`config.mk`:
```
export PLATFORM = sky130hd
export DESIGN_NAME = line_tag_cache_lfu_replace_core
export DESIGN_NICKNAME = d
export VERILOG_FILES = /design/src/rtl/core/ltc_pkg.sv /design/src/rtl/core/ltc_scan_unit.sv /design/src/rtl/core/line_tag_cache_lfu_replace_core.sv
export SDC_FILE = /design/constraint.sdc
export NUM_CORES = 1
export LEC_CHECK = 0
export ABC_CLOCK_PERIOD_IN_PS = 7350
export BUFFER_PORTS_ARGS = -buffer_cell sky130_fd_sc_hd__buf_4
export CAP_MARGIN = 20
export CORE_ASPECT_RATIO = 0.9
export CORE_MARGIN = 5
export CORE_UTILIZATION = 64
export CTS_BUF_LIST = sky130_fd_sc_hd__clkbuf_4
export DETAILED_ROUTE_END_ITERATION = 12
export PLACE_DENSITY_LB_ADDON = 0.25
export RECOVER_POWER = 100
export SETUP_SLACK_MARGIN = 0.5
export SYNTH_ARGS = -nofsm -noshare
export SYNTH_HDL_FRONTEND = slang
export SYNTH_SLANG_ARGS = --single-unit
```
`constraint.sdc`:
```
create_clock -name clock -period 7.35 [get_ports clock]
set_input_delay 0 -clock clock [delete_from_list [all_inputs] [get_ports clock]]
set_output_delay 0 -clock clock [all_outputs]
set_load 0.02 [all_outputs]
```
`src/rtl/core/ltc_pkg.sv`:
```
// ----------------------------------------------------------------------------
// ltc_pkg
// Shared sizes, types and helpers of the line tag cache with LFU replacement.
// ----------------------------------------------------------------------------
`default_nettype none

package ltc_pkg;

   // cache geometry
   localparam int ENTRIES    = 8;
   localparam int COUNT_BITS = 16;
   localparam int IDX_BITS   = (ENTRIES > 1) ? $clog2(ENTRIES) : 1;

   // fixed field widths
   localparam int TAG_BITS    = 32;
   localparam int OFFSET_BITS = 32;
   localparam int OUT_IDX_BITS = 3;

   // request codes
   localparam logic REQ_LOOKUP     = 1'b0;
   localparam logic REQ_INVALIDATE = 1'b1;

   typedef logic [IDX_BITS-1:0]    idx_type;
   typedef logic [COUNT_BITS-1:0]  count_type;
   typedef logic [TAG_BITS-1:0]    tag_type;
   typedef logic [OFFSET_BITS-1:0] offset_type;

   // sequencer states
   typedef enum logic [1:0] {
      ST_IDLE,
      ST_SCAN,
      ST_UPDATE
   } state_type;

   // running result of the entry scan
   typedef struct packed {
      logic       found;
      idx_type    hit_idx;
      offset_type hit_offset;
      idx_type    victim;
      count_type  best;
   } scan_result_type;

   // entry index as shown on the result port, masked to its three bits
   function automatic logic [OUT_IDX_BITS-1:0] to_out_index(input idx_type idx);
      logic [31:0] wide;
      begin
         wide = 32'(idx);
         return wide[OUT_IDX_BITS-1:0];
      end
   endfunction

endpackage

`default_nettype wire

```
`src/rtl/core/ltc_scan_unit.sv`:
```
// ----------------------------------------------------------------------------
// ltc_scan_unit
// Shared compare unit: examines one entry a cycle for the first valid tag
// match and the lowest-index entry holding the smallest usage count.
// ----------------------------------------------------------------------------
`default_nettype none

module ltc_scan_unit (
   input  wire logic                    clock,
   input  wire logic                    scan_en,
   input  wire logic                    first,
   input  wire ltc_pkg::idx_type        idx,
   input  wire ltc_pkg::count_type      count,
   input  wire ltc_pkg::tag_type        tag,
   input  wire ltc_pkg::offset_type     offset,
   input  wire ltc_pkg::tag_type        line_no,
   output ltc_pkg::scan_result_type     result
);

   ltc_pkg::scan_result_type acc_ff;
   ltc_pkg::scan_result_type acc_in;
   logic                     match;

   // an entry matches when it is valid and its tag equals the line number
   assign match = (count != '0) && (tag == line_no);

   // fold the current entry into the running result
   always_comb begin
      acc_in = acc_ff;
      if (first) begin
         acc_in.found      = match;
         acc_in.hit_idx    = idx;
         acc_in.hit_offset = offset;
         acc_in.victim     = idx;
         acc_in.best       = count;
      end else begin
         if (!acc_ff.found && match) begin
            acc_in.found      = 1'b1;
            acc_in.hit_idx    = idx;
            acc_in.hit_offset = offset;
         end
         // strictly smaller only: ties keep the lower index
         if (count < acc_ff.best) begin
            acc_in.victim = idx;
            acc_in.best   = count;
         end
      end
   end

   always_ff @(posedge clock) begin
      if (scan_en) begin
         acc_ff <= acc_in;
      end
   end

   assign result = acc_ff;

endmodule

`default_nettype wire

```
`src/rtl/core/line_tag_cache_lfu_replace_core.sv`:
```
// ----------------------------------------------------------------------------
// line_tag_cache_lfu_replace_core
// Fully associative line tag cache with least-frequently-used replacement.
// ----------------------------------------------------------------------------
// Usage:
//   Requests enter on the req_ channel (valid/stall): a lookup carries a line
//   number and the offset to fill on a miss; an invalidate clears every
//   usage count. Each request gives exactly one response on the rsp_ channel:
//   hit flag, entry index and line offset.
//   A lookup walks the entries one per cycle through a single shared compare
//   unit, then updates the chosen entry and loads the response register in the
//   update state. An invalidate skips the scan and goes straight to the update
//   state. The next request is taken in the update state, as the previous
//   request completes.
//   req_stall is high while a scan runs, and also while the update is held
//   because the previous response still waits in the response register.
//   A stalled response holds its value. Reset clears all usage counts, so
//   every entry starts invalid; tags and offsets are not reset.
// ----------------------------------------------------------------------------
`default_nettype none

module line_tag_cache_lfu_replace_core (
   input  wire logic        clock,
   input  wire logic        reset,
   // request channel
   input  wire logic        req_valid,
   output logic             req_stall,
   input  wire logic        req_type,
   input  wire logic [31:0] req_line_no,
   input  wire logic [31:0] req_fill_offset,
   // response channel
   output logic             rsp_valid,
   input  wire logic        rsp_stall,
   output logic             rsp_hit,
   output logic [2:0]       rsp_entry_index,
   output logic [31:0]      rsp_line_offset
);

   // entry storage
   ltc_pkg::tag_type    tag_store_ff    [ltc_pkg::ENTRIES];
   ltc_pkg::offset_type offset_store_ff [ltc_pkg::ENTRIES];
   ltc_pkg::count_type  usage_count_ff  [ltc_pkg::ENTRIES];

   // sequencer
   ltc_pkg::state_type  state_ff, state_in;
   ltc_pkg::idx_type    idx_ff, idx_in;

   // latched request
   logic                req_type_ff;
   ltc_pkg::tag_type    line_ff;
   ltc_pkg::offset_type fill_ff;

   // response register
   logic                rsp_valid_ff, rsp_valid_in;
   logic                rsp_hit_ff;
   logic [2:0]          rsp_index_ff;
   ltc_pkg::offset_type rsp_offset_ff;

   logic                req_accept;
   logic                out_free;
   logic                scan_en;
   logic                update_go;
   logic                scan_last;
   ltc_pkg::scan_result_type scan_res;

   assign out_free   = !rsp_valid_ff || !rsp_stall;
   assign req_accept = req_valid && !req_stall;
   assign scan_last  = (idx_ff == ltc_pkg::IDX_BITS'(ltc_pkg::ENTRIES - 1));

   // next state
   always_comb begin
      state_in = state_ff;
      case (state_ff)
         ltc_pkg::ST_IDLE: begin
            if (req_valid) begin
               state_in = (req_type == ltc_pkg::REQ_INVALIDATE) ?
                          ltc_pkg::ST_UPDATE : ltc_pkg::ST_SCAN;
            end
         end
         ltc_pkg::ST_SCAN: begin
            if (scan_last) begin
               state_in = ltc_pkg::ST_UPDATE;
            end
         end
         ltc_pkg::ST_UPDATE: begin
            if (out_free) begin
               if (req_valid) begin
                  state_in = (req_type == ltc_pkg::REQ_INVALIDATE) ?
                             ltc_pkg::ST_UPDATE : ltc_pkg::ST_SCAN;
               end else begin
                  state_in = ltc_pkg::ST_IDLE;
               end
            end
         end
         default: state_in = ltc_pkg::ST_IDLE;
      endcase
   end

   // sequencer outputs
   always_comb begin
      req_stall = 1'b1;
      scan_en   = 1'b0;
      update_go = 1'b0;
      case (state_ff)
         ltc_pkg::ST_IDLE: begin
            req_stall = 1'b0;
         end
         ltc_pkg::ST_SCAN: begin
            scan_en = 1'b1;
         end
         ltc_pkg::ST_UPDATE: begin
            req_stall = !out_free;
            update_go = out_free;
         end
         default: begin
            req_stall = 1'b1;
         end
      endcase
   end

   // scan pointer
   always_comb begin
      idx_in = idx_ff;
      if (req_accept) begin
         idx_in = '0;
      end else if (scan_en) begin
         idx_in = idx_ff + 1'b1;
      end
   end

   always_ff @(posedge clock) begin
      if (reset) begin
         state_ff <= ltc_pkg::ST_IDLE;
         idx_ff   <= '0;
      end else begin
         state_ff <= state_in;
         idx_ff   <= idx_in;
      end
   end

   // request capture
   always_ff @(posedge clock) begin
      if (req_accept) begin
         req_type_ff <= req_type;
         line_ff     <= req_line_no;
         fill_ff     <= req_fill_offset;
      end
   end

   // shared compare unit, fed one entry a cycle
   ltc_scan_unit u_scan (
      .clock   (clock),
      .scan_en (scan_en),
      .first   (idx_ff == '0),
      .idx     (idx_ff),
      .count   (usage_count_ff[idx_ff]),
      .tag     (tag_store_ff[idx_ff]),
      .offset  (offset_store_ff[idx_ff]),
      .line_no (line_ff),
      .result  (scan_res)
   );

   // usage counts: reset and invalidate clear all, hit bumps, fill sets one
   always_ff @(posedge clock) begin
      if (reset) begin
         for (int i = 0; i < ltc_pkg::ENTRIES; i++) begin
            usage_count_ff[i] <= '0;
         end
      end else if (update_go) begin
         if (req_type_ff == ltc_pkg::REQ_INVALIDATE) begin
            for (int i = 0; i < ltc_pkg::ENTRIES; i++) begin
               usage_count_ff[i] <= '0;
            end
         end else if (scan_res.found) begin
            if (usage_count_ff[scan_res.hit_idx] != '1) begin
               usage_count_ff[scan_res.hit_idx] <=
                  usage_count_ff[scan_res.hit_idx] + 1'b1;
            end
         end else begin
            usage_count_ff[scan_res.victim] <= ltc_pkg::COUNT_BITS'(1);
         end
      end
   end

   // tag and offset refill of the victim on a miss
   always_ff @(posedge clock) begin
      if (update_go && (req_type_ff == ltc_pkg::REQ_LOOKUP) && !scan_res.found) begin
         tag_store_ff[scan_res.victim]    <= line_ff;
         offset_store_ff[scan_res.victim] <= fill_ff;
      end
   end

   // response register
   always_comb begin
      rsp_valid_in = rsp_valid_ff;
      if (update_go) begin
         rsp_valid_in = 1'b1;
      end else if (!rsp_stall) begin
         rsp_valid_in = 1'b0;
      end
   end

   always_ff @(posedge clock) begin
      if (reset) begin
         rsp_valid_ff <= 1'b0;
      end else begin
         rsp_valid_ff <= rsp_valid_in;
      end
   end

   always_ff @(posedge clock) begin
      if (update_go) begin
         if (req_type_ff == ltc_pkg::REQ_INVALIDATE) begin
            rsp_hit_ff    <= 1'b0;
            rsp_index_ff  <= '0;
            rsp_offset_ff <= '0;
         end else if (scan_res.found) begin
            rsp_hit_ff    <= 1'b1;
            rsp_index_ff  <= ltc_pkg::to_out_index(scan_res.hit_idx);
            rsp_offset_ff <= scan_res.hit_offset;
         end else begin
            rsp_hit_ff    <= 1'b0;
            rsp_index_ff  <= ltc_pkg::to_out_index(scan_res.victim);
            rsp_offset_ff <= fill_ff;
         end
      end
   end

   assign rsp_valid       = rsp_valid_ff;
   assign rsp_hit         = rsp_hit_ff;
   assign rsp_entry_index = rsp_index_ff;
   assign rsp_line_offset = rsp_offset_ff;

endmodule

`default_nettype wire

```
==> run metrics <==
Gate Count Post-Synth=1724; Switching Power=2.121 mW; GR Overflow Total=0; outcome=finished, violations left; Total GRT Usage=0.2690; post-route clock skew=0.06668 ns; # rows=79; via count of the first global-routing pass=19100; Synth cell types=60; Sw Share=0.2264; Req. time, crit path=8.06 ns; sum of negative setup slack=0 ns; Placed Instance Area=34520 um2; routability-driven placement congestion ratio=0.8596; unrepaired setup endpoints after global routing=false; port buffer count=106; number of buffers between clock root and the deepest sink=3; CTS Root Cell=sky130_fd_sc_hd__clkbuf_4; relative contribution of combinational cells to total power=0.053; power density relative to cell area=246.0 nW/um2; instance count after placement with tap cells included=2459; class of the most critical setup path=flip-flop to flip-flop; final number of hold-violating endpoints=0; final non-filler cell total=2943; DRT antenna net count=0; Worst Hold Launch=req_line_no[7]; clock sink count=808; final cell utilization of the core=0.7395; initial antenna violation count=1; worst hold slack=0.2396 ns; number of max-cap violations=20; detailed-route via count=18200; hold path endpoint=line_ff[7]; Die Area=56440 um2; IO Count=107; number of stages on the worst hold path=3; Total Routed Length=73940 um; TritonCTS Buffers=190; Crit. End Element=flip-flop; fmax=167.0 MHz; startpoint class of the critical path=flip-flop; number of max-slew violations in the final report=746; clk_lat worst skew=1.05 ns; Layout Nets=2191; maximum number of pins on one net before global-route repair=79; violations in the final reports=max-capacitance violations, max-slew violations; htree depth=4; initial core utilization=0.6435; layout cells sized above 1=0.2710; average size of a mapped cell=19.22 um2; period utilisation layout=0.8146; clock-pin slew of the registers on the worst-case setup and hold paths=0.07 ns; number of warnings printed during yosys synthesis=0; drt via density=6.185; largest fanout on the critical path=42; cell area after synthesis=33140 um2; DRT iter0 DRCs=1879; internal power=7.247 mW; die height=225.9 um; number of nets in the synthesized netlist=1812; portion of total power attributed to the clock network=0.385; worst endpoint data arrival time=6.70 ns; DRC errors left=0; routed len/inst=25.12 um; synthesis-to-layout area growth=14.92%; fraction of power consumed by sequential logic=0.563; flops & latches, synth=808; die width=249.9 um; number of iterations in the first detailed-routing pass=5; flop2flop setup slack=1.36 ns; placeable core region=51500 um2; static power due to leakage=12.93 nW; share of synthesized area occupied by flip-flops and latches=0.7285; slew at the pin closest to its max-slew limit=4.165 ns; final design area excluding fillers=38080 um2; number of endpoints failing setup at the final stage=0; headroom to the max-slew limit=-1.777; global-route wire length before repair=113200 um; post-layout minimum cycle time=5.987 ns; Max rail drop VDD=0.0001863 V; Worst Hold Class=input port to flip-flop; FF-to-FF path depth=12; clock tree from TritonCTS=built; Worst R2R End=u_scan.result[4]; post-DP HPWL=40480 um
## power by group through the flow
stage	sequential (mW)	clock [mW]	combinational (mW)
after floorplan	5.32	0	0.309
after global placement	5.36	0	0.430
after detailed placement	5.37	0	0.439
after CTS	5.27	3.64	0.498
after global routing	5.28	3.93	0.532
final	5.27	3.60	0.495
## final cells by class
cell class | instances | area, um2
Inverter | 26 | 97.59
Clock inverter | 61 | 345.3
Antenna cell | 4 | 10.01
Fill cell | 2981 | 13410
Sequential cell | 808 | 24160
Multi-Input combinational cell | 805 | 8332
Clock buffer | 279 | 2095
Tap cell | 688 | 860.8
Timing Repair Buffer | 272 | 2187
## registers in the layout (all words and copies together) (netlist names), 3 cells and up, named ones only
name / flops
tag_store_ff: 256
usage_count_ff: 128
rsp_entry_index: 3
idx_ff: 3
offset_store_ff: 256
line_ff: 32
rsp_line_offset: 32
fill_ff: 32
u_scan.result: 55
## synth_stat cells, drive strengths merged
library cell | instances | area, um2
o22a | 1 | 8.760
o22ai | 10 | 62.56
nor2b | 8 | 57.55
nor4 | 6 | 43.79
and3b | 1 | 8.760
a22oi | 14 | 105.1
or3 | 6 | 37.54
nand2b | 9 | 56.30
xor2 | 19 | 166.4
or2 | 2 | 12.51
ha | 19 | 237.7
a221oi | 3 | 26.28
a21oi | 16 | 80.08
o21ai | 13 | 72.57
nand3 | 16 | 90.09
o31a | 2 | 17.52
a21boi | 3 | 22.52
o211ai | 1 | 7.510
xnor2 | 15 | 131.4
inv | 26 | 97.59
nor4b | 1 | 8.760
a21o | 10 | 75.07
mux4 | 174 | 3968
mux2i | 108 | 1081
or4b | 9 | 90.09
a2111oi | 2 | 42.54
nor2 | 192 | 720.7
a32oi | 1 | 8.760
edfxtp | 796 | 23900
a22o | 1 | 8.760
buf | 54 | 455.4
a31oi | 3 | 18.77
nand2 | 59 | 316.6
and2 | 3 | 21.27
nand4 | 6 | 37.54
and3 | 4 | 25.02
o21a | 1 | 7.510
mux2 | 42 | 473.0
nor3 | 11 | 55.05
clkbuf | 31 | 116.4
or4 | 11 | 90.08
dfxtp | 12 | 240.2
nand3b | 3 | 35.03
## timing repair
item	in CTS	in global routing
hold buffers	138	0
gates resized for setup	0	0
hold endpoints to repair	379	0
buffers inserted	0	0
## layout by cell type (no fill, tap or decap), types with 15 or more instances in the layout
cell type / n
sky130_fd_sc_hd__xor2_1: 19
sky130_fd_sc_hd__clkbuf_1: 55
sky130_fd_sc_hd__dlygate4sd3_1: 138
sky130_fd_sc_hd__ha_1: 19
sky130_fd_sc_hd__xnor2_1: 15
sky130_fd_sc_hd__nand2_1: 51
sky130_fd_sc_hd__edfxtp_1: 796
sky130_fd_sc_hd__mux4_2: 161
sky130_fd_sc_hd__nor2_1: 192
sky130_fd_sc_hd__clkbuf_4: 340
sky130_fd_sc_hd__mux2_2: 38
sky130_fd_sc_hd__inv_1: 25
sky130_fd_sc_hd__a21oi_1: 15
sky130_fd_sc_hd__mux2i_1: 108
sky130_fd_sc_hd__clkinv_1: 45
## worst max path at each step
| stage | depth (start not counted) | slack (ns) | start | to |
|---|---|---|---|---|
| after detailed placement | 9 | 2.41 | flip-flop | u_scan.result[46] |
| after global placement | 9 | 2.49 | flip-flop | u_scan.result[47] |
| after floorplan | 4 | 0.80 | u_scan.result[54] | offset_store_ff[1][0] |
| after CTS | 9 | 2.36 | flip-flop | u_scan.result[47] |
| after global routing | 12 | 1.10 | flip-flop | u_scan.result[1] |
| final | 12 | 1.36 | flip-flop | u_scan.result[4] |
## layer usage
layer  up-vias  global-route usage  routed length (um)
met1      9197              0.3644               28330
met4         0              0.1189                2590
met3       196             0.05366                6281
li1       7798                   -                   -
met2      1012              0.4364               36730
met5         -                   0                   0
## critical path, stage by stage (launching register included)
cell and delay (ns):
sky130_fd_sc_hd__dfxtp_4 0.75, sky130_fd_sc_hd__clkbuf_1 1.71, sky130_fd_sc_hd__buf_4 0.78, sky130_fd_sc_hd__mux4_2 0.40
sky130_fd_sc_hd__nand2_1 0.08, sky130_fd_sc_hd__nand2_1 0.13, sky130_fd_sc_hd__ha_1 0.33, sky130_fd_sc_hd__a21o_1 0.16
sky130_fd_sc_hd__a21o_1 0.16, sky130_fd_sc_hd__a21oi_1 0.12, sky130_fd_sc_hd__o21ai_0 0.15, sky130_fd_sc_hd__a21oi_2 0.57
sky130_fd_sc_hd__buf_6 0.25
## logic make-up (layout without fill, tap and decap cells)
| logic type | Yosys count | in the layout | synth area share |
|---|---|---|---|
| DFF | 808 | 808 | 0.7285 |
| and+or+nand+nor | 347 | 347 | 0.05150 |
| muxes | 324 | 324 | 0.1666 |
| buffers and inverters | 111 | 638 | 0.02020 |
| AOI/OAI and AO/OA | 81 | 81 | 0.01703 |
| xor gates and xnor gates | 34 | 34 | 0.008986 |
| adders and majority gates | 19 | 19 | 0.007173 |
| other | 0 | 4 | 0 |
## stage by stage
| stage | setup slack, ns | power (mW) |
|---|---|---|
| detailed placement | 2.406 | 5.804 |
| finish | 1.363 | 9.368 |
| CTS | 2.355 | 9.399 |
| floorplan | 0.7974 | 5.631 |
| global route | 1.099 | 9.747 |
| global placement | 2.486 | 5.789 |
(Power assumes the default switching activity.)
